### config.mk
export PLATFORM = sky130hd
export DESIGN_NAME = lvdl_lfo_flat
export DESIGN_NICKNAME = d
export VERILOG_FILES = /design/src/lvdl_pkg.sv /design/src/lvdl_if.sv /design/src/lvdl_lfo.sv /design/src/flat_wrapper.sv
export SDC_FILE = /design/constraint.sdc
export NUM_CORES = 1
export LEC_CHECK = 0
export ABC_AREA = 1
export BUFFER_PORTS_ARGS = -buffer_cell sky130_fd_sc_hd__buf_2
export CAP_MARGIN = 5
export CORE_ASPECT_RATIO = 0.9
export CORE_MARGIN = 4
export CORE_UTILIZATION = 50
export CTS_CLUSTER_DIAMETER = 60
export CTS_CLUSTER_SIZE = 16
export DETAILED_ROUTE_END_ITERATION = 6
export GPL_TIMING_DRIVEN = 0
export PLACE_DENSITY = 0.74
export SYNTH_ARGS = -nofsm -noshare
export SYNTH_HDL_FRONTEND = slang
export SYNTH_SLANG_ARGS = --single-unit
### constraint.sdc
create_clock -name clk_i -period 7 [get_ports clk_i]
set_clock_uncertainty 0.2 [all_clocks]
set_input_delay 0.7 -clock clk_i [delete_from_list [all_inputs] [get_ports clk_i]]
set_output_delay 0.7 -clock clk_i [all_outputs]
set_load 0.005 [all_outputs]
### src/lvdl_pkg.sv
// Package for the vibrato delay line: widths, reset values, sequencer states,
// sine quarter-wave table and control struct. No dependencies.
package lvdl_pkg;

  localparam int unsigned SAMPLE_W      = 12;
  localparam int unsigned KNOB_W        = 12;
  localparam int unsigned STEP_W        = 32;
  localparam int unsigned INC_W         = 17;
  localparam int unsigned MAG1_W        = 19;
  localparam int unsigned MAG_W         = 32;
  localparam int unsigned RING_DEPTH    = 512;
  localparam int unsigned KNOB_INTERVAL = 256;

  localparam logic [STEP_W-1:0] LFO_STEP_RESET = 32'd486958;
  localparam logic [12:0]       DEPTH_GAIN     = 13'd6607;
  localparam logic [INC_W-1:0]  UNITY_INC      = 17'h10000;

  typedef enum logic [2:0] {
    ST_CLEAR,
    ST_IDLE,
    ST_MUL1,
    ST_MUL2,
    ST_PTR,
    ST_RD0,
    ST_RD1,
    ST_MIX
  } lvdl_state_e;

  typedef struct packed {
    logic accept;
    logic mul1;
    logic mul2;
  } lvdl_lfo_ctl_t;

  localparam logic [6:0] QUARTER_WAVE [0:64] = '{
    7'd0,   7'd3,   7'd6,   7'd9,   7'd12,  7'd15,  7'd18,  7'd21,
    7'd24,  7'd27,  7'd30,  7'd33,  7'd36,  7'd39,  7'd42,  7'd45,
    7'd48,  7'd51,  7'd54,  7'd57,  7'd59,  7'd62,  7'd65,  7'd67,
    7'd70,  7'd73,  7'd75,  7'd78,  7'd80,  7'd82,  7'd85,  7'd87,
    7'd89,  7'd91,  7'd94,  7'd96,  7'd98,  7'd100, 7'd102, 7'd103,
    7'd105, 7'd107, 7'd108, 7'd110, 7'd112, 7'd113, 7'd114, 7'd116,
    7'd117, 7'd118, 7'd119, 7'd120, 7'd121, 7'd122, 7'd123, 7'd123,
    7'd124, 7'd125, 7'd125, 7'd126, 7'd126, 7'd126, 7'd126, 7'd126,
    7'd127
  };

  // Magnitude of the sine entry; the sign is bit 7 of the index.
  function automatic logic [6:0] sine_mag(input logic [7:0] idx);
    logic [6:0] k;
    logic [6:0] q;
    k = idx[6:0];
    q = (k <= 7'd64) ? k : 7'(8'd128 - {1'b0, k});
    return QUARTER_WAVE[q];
  endfunction

endpackage

### src/lvdl_if.sv


interface lvdl_cfg_if;
  logic                            valid;
  logic                            ready;
  logic [lvdl_pkg::STEP_W-1:0]     lfo_step;
  modport source (output valid, output lfo_step, input ready);
  modport sink   (input valid, input lfo_step, output ready);
endinterface

### src/lvdl_lfo.sv
// LFO phase, depth knob latch and two-stage wobble multiply giving the
// read pointer increment. Depends on lvdl_pkg and lvdl_cfg_if.
module lvdl_lfo #(
  parameter int unsigned KNOB_INTERVAL = lvdl_pkg::KNOB_INTERVAL,
  localparam int unsigned KCW          = $clog2(KNOB_INTERVAL + 1)
) (
  input  logic                          clk_i,
  input  logic                          rst_ni,
  lvdl_cfg_if.sink                      cfg_i,
  input  lvdl_pkg::lvdl_lfo_ctl_t       ctl_i,
  input  logic [lvdl_pkg::KNOB_W-1:0]   knob_i,
  output logic [lvdl_pkg::INC_W-1:0]    inc_o
);

  logic [lvdl_pkg::STEP_W-1:0] step_q;
  logic [lvdl_pkg::STEP_W-1:0] phase_q, phase_d;
  logic [KCW-1:0]              count_q, count_d, count_nx;
  logic [lvdl_pkg::KNOB_W-1:0] depth_q, depth_d;
  logic [lvdl_pkg::MAG1_W-1:0] mag1_q;
  logic [lvdl_pkg::MAG_W-1:0]  mag_q;
  logic                        neg_q;
  logic [6:0]                  smag;
  logic [lvdl_pkg::MAG_W:0]    mag_up;
  logic [15:0]                 wob;

  assign cfg_i.ready = 1'b1;

  always_ff @(posedge clk_i or negedge rst_ni) begin
    if (!rst_ni) begin
      step_q <= lvdl_pkg::LFO_STEP_RESET;
    end else if (cfg_i.valid) begin
      step_q <= cfg_i.lfo_step;
    end
  end

  always_comb begin
    count_nx = count_q + 1'b1;
    count_d  = count_q;
    depth_d  = depth_q;
    phase_d  = phase_q;
    if (ctl_i.accept) begin
      phase_d = phase_q + step_q;
      if (count_nx == KCW'(KNOB_INTERVAL)) begin
        count_d = '0;
        depth_d = knob_i;
      end else begin
        count_d = count_nx;
      end
    end
  end

  always_ff @(posedge clk_i or negedge rst_ni) begin
    if (!rst_ni) begin
      phase_q <= '0;
      count_q <= '0;
      depth_q <= '0;
    end else begin
      phase_q <= phase_d;
      count_q <= count_d;
      depth_q <= depth_d;
    end
  end

  assign smag = lvdl_pkg::sine_mag(phase_q[31:24]);

  always_ff @(posedge clk_i) begin
    if (ctl_i.mul1) begin
      mag1_q <= lvdl_pkg::MAG1_W'(smag) * lvdl_pkg::MAG1_W'(depth_q);
      neg_q  <= phase_q[31];
    end
    if (ctl_i.mul2) begin
      mag_q <= lvdl_pkg::MAG_W'(mag1_q) * lvdl_pkg::MAG_W'(lvdl_pkg::DEPTH_GAIN);
    end
  end

  // Negative wobble rounds toward minus infinity.
  always_comb begin
    mag_up = {1'b0, mag_q} + (lvdl_pkg::MAG_W + 1)'(neg_q ? 32'h0000_FFFF : 32'h0);
    wob    = mag_up[31:16];
    inc_o  = neg_q ? (lvdl_pkg::UNITY_INC - lvdl_pkg::INC_W'(wob))
                   : (lvdl_pkg::UNITY_INC + lvdl_pkg::INC_W'(wob));
  end

endmodule

### src/flat_wrapper.sv
// flat-port wrapper written by rule: the top's interface ports become plain ports
module lvdl_lfo_flat 
#(
  parameter int unsigned KNOB_INTERVAL = lvdl_pkg::KNOB_INTERVAL,
  localparam int unsigned KCW          = $clog2(KNOB_INTERVAL + 1)
)
  (clk_i, rst_ni, ctl_i, knob_i, inc_o, cfg_i_valid, cfg_i_lfo_step, cfg_i_ready);
  lvdl_cfg_if cfg_i_i ();
  input  logic clk_i;
  input  logic rst_ni;
  input  lvdl_pkg::lvdl_lfo_ctl_t ctl_i;
  input  logic [lvdl_pkg::KNOB_W-1:0] knob_i;
  output logic [lvdl_pkg::INC_W-1:0] inc_o;
  input wire logic [$bits(cfg_i_i.valid)-1:0] cfg_i_valid;
  input wire logic [$bits(cfg_i_i.lfo_step)-1:0] cfg_i_lfo_step;
  output wire logic [$bits(cfg_i_i.ready)-1:0] cfg_i_ready;
  assign cfg_i_i.valid = cfg_i_valid;
  assign cfg_i_i.lfo_step = cfg_i_lfo_step;
  assign cfg_i_ready = cfg_i_i.ready;
  lvdl_lfo #(.KNOB_INTERVAL(KNOB_INTERVAL)) u_core (.clk_i(clk_i), .rst_ni(rst_ni), .cfg_i(cfg_i_i), .ctl_i(ctl_i), .knob_i(knob_i), .inc_o(inc_o));
endmodule
==> impl_metrics.toml, run 1 <==
[yosys]
yosys.cell_count.top_type = "nand2_1"
synth.largest_area_cell = "fa_1"
synthCells = 2125
yosys_warnings = 0
yosysUniqueCellTypes = 51
synth_area_leaders = "fa_1 (19%), ha_1 (14%), nand2_1 (11%)"
avgSynthCellArea_um2 = 7.998
synth.top_cell.area_share_pct = 18.96
syn_nets = 2530
synth_edf_count = 52
synth-seq-area-share_pct = 21.79
synth-seq-cells = 137
synthArstFlopShare_pct = 62.04
yosys_most_used_dff = "dfrtp_1"
synth_common_cells = "nand2_1 (507), inv_1 (397), ha_1 (194), fa_1 (161), nor2_1 (133)"
synth_area_mm2 = 0.01700

[setup_path]
crit_path_max_incr_delay_ps = 540
criticalPathCategory = "register to register"
crit_family = "adder cells"
end_kind = "register"
cpMostUsedCell = "nand2_1"
start_kind = "register"
crit_required_ps = 6970
slowest_stage = "fa_1"
rr_worst_depth = 33
worst-path-stages = 33
crit_buf_inv = 6
critPathMaxFanout = 9
cp.arrival_ps = 6570

[clocking]
path_clk_slew_ps = 70
cts_sinks = 137
cts_tree = "built"
hold_buffers = 0
clock_latency_ps = 440
cts_buffer_depth = 2
cts-root-buf = "clkbuf_16"
cts_buffers = 17
htreeDepth = 4

[final_layout]
final_cells = 2682
drive_above_1_share_pct = 10.06
syn_to_final_growth_pct = 9.490
finalNetCount = 2619
fill_cells = 3051
antenna_cells = 0

[timing]
hold_viol_final = 0
drv_slew = 0
slew_headroom_pct = 46.89
worst-slew-pin-transition_ps = 796.6
fin_ws_ps = 397.7
holdWs_ps = 38.68
period_share_pct = 94.32
max_freq_ghz = 0.1515
setup_tns_ps = 0
period_minus_slack_ps = 6602
setup_viol = 0

[routing]
num_vias = 13900
wl_per_cell_um = 14.52
drt-met1-wl_um = 17890
avgViaCountPerCell = 5.182
top_layer = "met4"
route.met3.wl_um = 1576
dr_wl_met2_um = 18900
drc = 0
first_pass_iters = 5
drtAntennaViolNets = 0
first_iter_violations = 787
wirelength_um = 38940

[die]
die_h_um = 182.9
initial_core_util_pct = 51.09
io_pins = 68
die_area_mm2 = 0.03701
die_width_um = 202.3
core-area_mm2 = 0.03326
rows = 63

[run]
maxCapViolCount = 0

[placement]
place_ws_ps = -82.33
dp_hpwl_um = 32490
dp.cells = 2645
place.gp.congestion = 0.9545
io_buffers = 64

[global_routing]
grt_pass1_wl_um = 65990
antenna_found_initial = 0
grtUsageTotal_pct = 21.30
first_global_vias = 14030
overflow = 0
grt_max_degree = 48

[run_status]
status = "complete, no violations"

[min_path]
hold_class = "input port to asynchronous set/reset pin"
path summary, 6_finish.rpt:
path | end | startpoint | slack, ps
worst min-delay path | u_core.step_q[19] | rst_ni | 40
worst max register to register | u_core.mag1_q[16] | u_core.phase_q[24] | 400
max in group asynchronous | u_core.step_q[10] | rst_ni | 5880
min in group clk_i | u_core.depth_q[7] | knob_i[7] | 270
worst max-delay path | u_core.mag1_q[16] | u_core.phase_q[24] | 400
worst min register to register | u_core.phase_q[0] | u_core.phase_q[0] | 290
layer usage:
layer	vias to the layer above	track usage [%]
met5	-	0
li1	6901	-
met2	289	37.18
met3	54	2.458
met4	0	4.697
met1	6654	28.86
registers in the layout, indices dropped and copies added (netlist names):
signal and flops:
u_core.mag_q 32, u_core.depth_q 12, u_core.neg_q 1, u_core.mag1_q 19
u_core.step_q 32, u_core.phase_q 32, u_core.count_q 9
what timing repair did:
item / 4_1_cts / 5_1_grt
setup buffers: 0 / 5
setup endpoints to repair: 1 / 10
hold endpoints to repair: 0 / 0
gates resized for setup: 1 / 11
pin swaps: 0 / 1
cells by family (layout without fill, tap and decap cells):
| group | count (synthesis) | after routing | synth area share, % |
|---|---|---|---|
| AO/OA/AOI/OAI | 258 | 258 | 8.319 |
| XOR/XNOR | 78 | 78 | 4.130 |
| adder cells (fa/ha/maj) | 355 | 355 | 33.25 |
| buffers and inverters | 438 | 540 | 9.909 |
| flip-flops | 137 | 137 | 21.79 |
| multiplexers | 31 | 31 | 2.054 |
| other | 1 | 1 | 0.02207 |
| AND/OR/NAND/NOR | 827 | 827 | 20.53 |
area by class of cell:
cell class / instances / area [um^2] / area share, %
clock inverters: 14 / 178.9 / 0.9615
flip-flops and latches: 137 / 3705 / 19.91
well taps: 455 / 569.3 / 3.059
inverters: 414 / 1559 / 8.378
repair buffers: 70 / 387.9 / 2.084
plain buffers: 24 / 127.6 / 0.6859
multi-input cells: 1550 / 11640 / 62.56
clock buffers: 18 / 439.2 / 2.360
stage by stage:
stage	util [%]	instance area, um^2
finish	55.94	18610
global route	55.94	18610
CTS	55.71	18530
detailed placement	53.86	17910
global placement	53.77	17880
floorplan	-	17000
cells in the final DEF (no fill, tap or decap), drive strengths merged, types with 2 or more instances in the layout:
cell type and instances:
a31oi 11, inv 422, o31ai 2, dfrtp 73, a21boi 5, fa 161, ha 194, o21ai 106
o211ai 4, buf 81, and2 3, xor2 56, xnor2 22, nand4 22, a21o 7, nor4 6
clkinv 3, nand3b 8, nor3 18, clkbuf 31, nand2 527, o21bai 7, or2 10, nand3 93
o21a 4, mux2 31, dfstp 12, bufinv 2, nor2 139, edfxtp 52, a21oi 110
Power of run 1 is not shown: default switching activity piles up to over one toggle a cycle in this logic, so the estimate is an artifact.
==> inputs of run 2 (changes only) <==
--- a/config.mk
+++ b/config.mk
@@ -8,14 +8,16 @@
 export ABC_AREA = 1
 export BUFFER_PORTS_ARGS = -buffer_cell sky130_fd_sc_hd__buf_2
 export CAP_MARGIN = 5
-export CORE_ASPECT_RATIO = 0.9
+export CELL_PAD_IN_SITES_DETAIL_PLACEMENT = 1
+export CELL_PAD_IN_SITES_GLOBAL_PLACEMENT = 1
+export CORE_ASPECT_RATIO = 0.8
 export CORE_MARGIN = 4
-export CORE_UTILIZATION = 50
+export CORE_UTILIZATION = 49
 export CTS_CLUSTER_DIAMETER = 60
 export CTS_CLUSTER_SIZE = 16
 export DETAILED_ROUTE_END_ITERATION = 6
 export GPL_TIMING_DRIVEN = 0
-export PLACE_DENSITY = 0.74
+export PLACE_DENSITY = 0.9
 export SYNTH_ARGS = -nofsm -noshare
 export SYNTH_HDL_FRONTEND = slang
 export SYNTH_SLANG_ARGS = --single-unit
==> run 2 against run 1 <==
Cell count grew 0.52%. Clock-buffer cell count grew 1. First-iteration DRC count grew 6.1%. Setup slack lost 68 ps. Core utilization shrank 0.90 points. Critical path depth is the same. Via count grew 7.9%. Wire length grew 37%. Critical path type unchanged. Global-route usage grew 7.0 points. Register-to-register slack lost 70 ps. Non-clock buffer count grew 4.
==> impl_metrics.toml, run 2 (synthesis results as in run 1) <==
[setup_path]
criticalPathCategory = "register to register"
rr_endpoint = "u_core.mag1_q[16]"
start_kind = "register"
crit_path_max_incr_delay_ps = 550
rr_worst_depth = 33
reg2reg_slack_ps = 330
critPathMaxFanout = 7
cpMostUsedCell = "inv_1"
crit_required_ps = 6990
end_kind = "register"
slowest_stage = "fa_1"
reg2reg_from = "u_core.phase_q[25]"
cp.arrival_ps = 6660

[global_routing]
first_global_vias = 16540
grtUsageTotal_pct = 28.26
grt_pass1_wl_um = 85530
antenna_found_initial = 1
grt_max_degree = 48
overflow = 0

[routing]
num_vias = 15000
drc = 0
first_pass_iters = 5
drtAntennaViolNets = 0
wl_per_cell_um = 19.77
wirelength_um = 53310
first_iter_violations = 835
avgViaCountPerCell = 5.565

[clocking]
clock_latency_ps = 450
cts_tree = "built"
cts_sinks = 137
cts_buffer_depth = 2
cts-root-buf = "clkbuf_16"
htreeDepth = 4
path_clk_slew_ps = 70
hold_buffers = 0
cts_buffers = 17

[timing]
hold_viol_final = 0
drv_slew = 0
setup_tns_ps = 0
period_share_pct = 95.30
rsz0062_at_grt = "no"
worst-slew-pin-transition_ps = 870.7
setup_viol = 0
max_freq_ghz = 0.1499
period_minus_slack_ps = 6671
slew_headroom_pct = 41.34

[placement]
dp_hpwl_um = 42370
place.gp.congestion = 0.9153
io_buffers = 64
place_area_mm2 = 0.01793
dp.cells = 2655

[final_layout]
mostFrequentLayoutCells = "nand2_1 (506), inv_1 (396), ha_1 (191)"
top_regs = "u_core.mag_q: 32 flops, u_core.phase_q: 32 flops, u_core.step_q: 32 flops"
drive_above_1_share_pct = 10.40
final_util_pct = 55.04
finalNetCount = 2623
syn_to_final_growth_pct = 9.895
final_cells = 2696
final_cell_area_mm2 = 0.01868
fill_cells = 4215
antenna_cells = 0
final_common_cell = "nand2_1"

[run_status]
status = "complete, no violations"

[min_path]
hold_class = "input port to asynchronous set/reset pin"

[die]
io_pins = 68
rows = 60
die_width_um = 216.2
core-area_mm2 = 0.03393
die_area_mm2 = 0.03775
die_h_um = 174.6
initial_core_util_pct = 50.08

[run]
maxCapViolCount = 0
-- run 2: cell count changes in the layout (fill, tap and decap cells not counted), moves of 2 or more --
cell / delta
inv_4: -2
clkinv_4: -2
ha_1: -2
inv_6: +4
buf_4: +4
-- run 2: worst max-delay path, delay by kind of cell (launching register included) --
kind,cells,cell delay [ps]
fa+ha+maj,7,2860
buf+inv,6,410
flops,1,410
xor+xnor,1,170
simple gates,15,1700
compound gates,4,650
-- run 2: routing by layer --
metal / share of wire, % / track usage (%) / up-vias
met5: 0.024 / 0 / -
met2: 51 / 50.92 / 450
met1: 41 / 34.64 / 7482
met3: 4.7 / 4.468 / 148
li1: - / - / 6920
met4: 3.4 / 9.517 / 2
-- run 2: what timing repair did --
| action | in CTS | in global routing |
|---|---|---|
| pin swaps | 1 | 2 |
| endpoints found under the setup margin | 8 | 8 |
| buffers inserted | 3 | 6 |
| cloned | 0 | 0 |
| resized for setup | 7 | 12 |
-- run 2: metrics by stage --
stage	hold slack (ps)	worst slack [ps]
2_1_floorplan	204.4	715.4
3_3_place_gp	262.6	15.17
3_5_place_dp	287.1	-360.2
4_1_cts	29.85	85.24
5_1_grt	49.99	20.59
6_report	17.28	329.2
-- run 2: final cells by class --
type | instances | area, um^2 | share of cell area, %
clock inverter | 13 | 143.9 | 0.7704
inverter | 414 | 1556 | 8.334
tap | 465 | 581.8 | 3.115
clock buffer | 19 | 464.2 | 2.485
multi-input combinational | 1550 | 11680 | 62.54
timing repair buffer | 74 | 417.9 | 2.238
buffer | 24 | 127.6 | 0.6833
sequential | 137 | 3705 | 19.84
-- run 2: how the worst max path moves through the flow --
stage	from	end	slack (ps)
2_1_floorplan	u_core.phase_q[24]	u_core.mag1_q[15]	720
3_3_place_gp	u_core.phase_q[24]	u_core.mag1_q[15]	20
3_5_place_dp	u_core.phase_q[24]	u_core.mag1_q[15]	-360
4_1_cts	u_core.phase_q[24]	u_core.mag1_q[16]	90
5_1_grt	u_core.phase_q[25]	u_core.mag1_q[15]	20
6_report	u_core.phase_q[25]	u_core.mag1_q[16]	330
Power of run 2 is left out for the same reason.
==> inputs of run 3 (changes only) <==
==> constraint.sdc (replaced) <==
create_clock -name clk_i -period 7.25 [get_ports clk_i]
set_clock_uncertainty 0.2 [all_clocks]
set_input_delay 0.725 -clock clk_i [delete_from_list [all_inputs] [get_ports clk_i]]
set_output_delay 0.725 -clock clk_i [all_outputs]
set_load 0.005 [all_outputs]
==> run 3 against run 2 <==
Cell count decreased by 0.22%. Core utilization down 0.23 points. Setup slack better by 24 ps. Wire length is 0.12% lower. Sequential cell count unchanged. Die area unchanged. Fmax is 3.3% lower. Global-route usage about the same. Design area decreased by 0.42%. Largest cell class unchanged.
==> impl_metrics.toml, run 3 (synthesis results as in run 1) <==
[final_layout]
fill_cells = 4229
syn_to_final_growth_pct = 9.438
drive_above_1_share_pct = 9.978
top_regs = "u_core.mag_q: 32 flops, u_core.phase_q: 32 flops, u_core.step_q: 32 flops"
antenna_cells = 0
final_common_cell = "nand2_1"
final_cell_area_mm2 = 0.01860
mostFrequentLayoutCells = "nand2_1 (507), inv_1 (396), ha_1 (193)"
final_util_pct = 54.81
finalNetCount = 2617

[routing]
num_vias = 14910
wl_per_cell_um = 19.79
drtAntennaViolNets = 0
first_pass_iters = 7
drc = 0
first_iter_violations = 893
wirelength_um = 53240
avgViaCountPerCell = 5.543

[clocking]
path_clk_slew_ps = 70
cts-root-buf = "clkbuf_16"
cts_sinks = 137
clock_latency_ps = 450
cts_tree = "built"
htreeDepth = 4
cts_buffer_depth = 2
cts_buffers = 17

[setup_path]
crit_path_max_incr_delay_ps = 550
criticalPathCategory = "register to register"
critPathMaxFanout = 8
crit_required_ps = 7240
rr_endpoint = "u_core.mag1_q[16]"
slowest_stage = "fa_1"
reg2reg_from = "u_core.phase_q[24]"
end_kind = "register"
rr_worst_depth = 33
critPathCapture = "u_core.mag1_q[16]"
cp.arrival_ps = 6890
startpoint = "u_core.phase_q[24]"
start_kind = "register"
reg2reg_slack_ps = 350

[timing]
slew_headroom_pct = 42.22
drv_slew = 0
setup_viol = 0
hold_viol_final = 0
period_minus_slack_ps = 6897
period_share_pct = 95.12
worst-slew-pin-transition_ps = 857.6
max_freq_ghz = 0.1450
rsz0062_at_grt = "no"

[die]
core-area_mm2 = 0.03393
rows = 60
initial_core_util_pct = 50.08
die_area_mm2 = 0.03775
die_width_um = 216.2
io_pins = 68
die_h_um = 174.6

[global_routing]
antenna_found_initial = 1
grt_max_degree = 48
grt_pass1_wl_um = 85460
grtUsageTotal_pct = 28.23
overflow = 0
first_global_vias = 16510

[placement]
place.gp.congestion = 0.9153
dp_hpwl_um = 42370
place_area_mm2 = 0.01793
io_buffers = 64

[run]
maxCapViolCount = 0

[run_status]
status = "complete, no violations"

[min_path]
hold_class = "input port to asynchronous set/reset pin"
[run 3: cell count changes in the layout (fill, tap and decap cells not counted)]
cell,previous run,this run
buf_4,11,5
fa_1,160,161
fa_2,1,0
ha_1,191,193
ha_4,2,0
inv_2,17,16
inv_4,1,2
nand2_1,506,507
nand2_4,3,2
o21ai_0,93,95
o21ai_1,10,8
[run 3: how the worst min path moves through the flow]
stage | cells after the start | from | slack (ps) | end
5_1_grt | 1 | rst_ni | 80 | u_core.step_q[19]
6_report | 1 | rst_ni | 40 | u_core.step_q[19]
2_1_floorplan | 0 | rst_ni | 230 | u_core.count_q[0]
3_5_place_dp | 2 | u_core.phase_q[6] | 290 | u_core.phase_q[6]
3_3_place_gp | 2 | u_core.phase_q[0] | 260 | u_core.phase_q[0]
4_1_cts | 1 | rst_ni | 50 | u_core.step_q[19]
[run 3: critical path: cells and delay by family (launching register included)]
| kind | cells | cell delay (ps) |
|---|---|---|
| fa+ha+maj | 7 | 2910 |
| simple gates | 15 | 1750 |
| compound gates | 4 | 690 |
| flops | 1 | 490 |
| buf+inv | 6 | 450 |
| xor+xnor | 1 | 170 |
[run 3: cell type report]
cell class | instances | area, um^2 | share of cell area [%]
Multi-Input combinational cell | 1550 | 11640 | 62.61
Sequential cell | 137 | 3705 | 19.92
Inverter | 414 | 1559 | 8.382
Tap cell | 465 | 581.8 | 3.128
Clock buffer | 19 | 464.2 | 2.496
Timing Repair Buffer | 68 | 372.9 | 2.005
Clock inverter | 13 | 143.9 | 0.7736
Buffer | 24 | 127.6 | 0.6862
[run 3: metrics by stage]
stage,setup TNS (ps),worst slack (ps),instances,hold WS [ps]
floorplan,0,965.4,2125,229.4
global placement,0,265.2,2654,262.6
detailed placement,-111.6,-110.2,2655,287.1
CTS,0,73.31,2687,54.85
global route,0,17.10,2690,75.03
finish,0,353.4,2690,41.11
[run 3: routing by layer]
metal  vias up  track usage (%)  part of all wire, %
li1       6896                -                    -
met1      7418            34.66                   41
met2       456            50.99                   51
met3       140            4.346                  5.2
met4         2            9.331                  3.3
met5         -                0                0.024
[run 3: repair_timing]
action / 4_1_cts / 5_1_grt
hold buffers: 0 / 0
pin swaps: 0 / 1
setup buffers: 0 / 3
endpoints found under the setup margin: 3 / 9
gates resized for setup: 3 / 10
Power of run 3 is left out for the same reason.
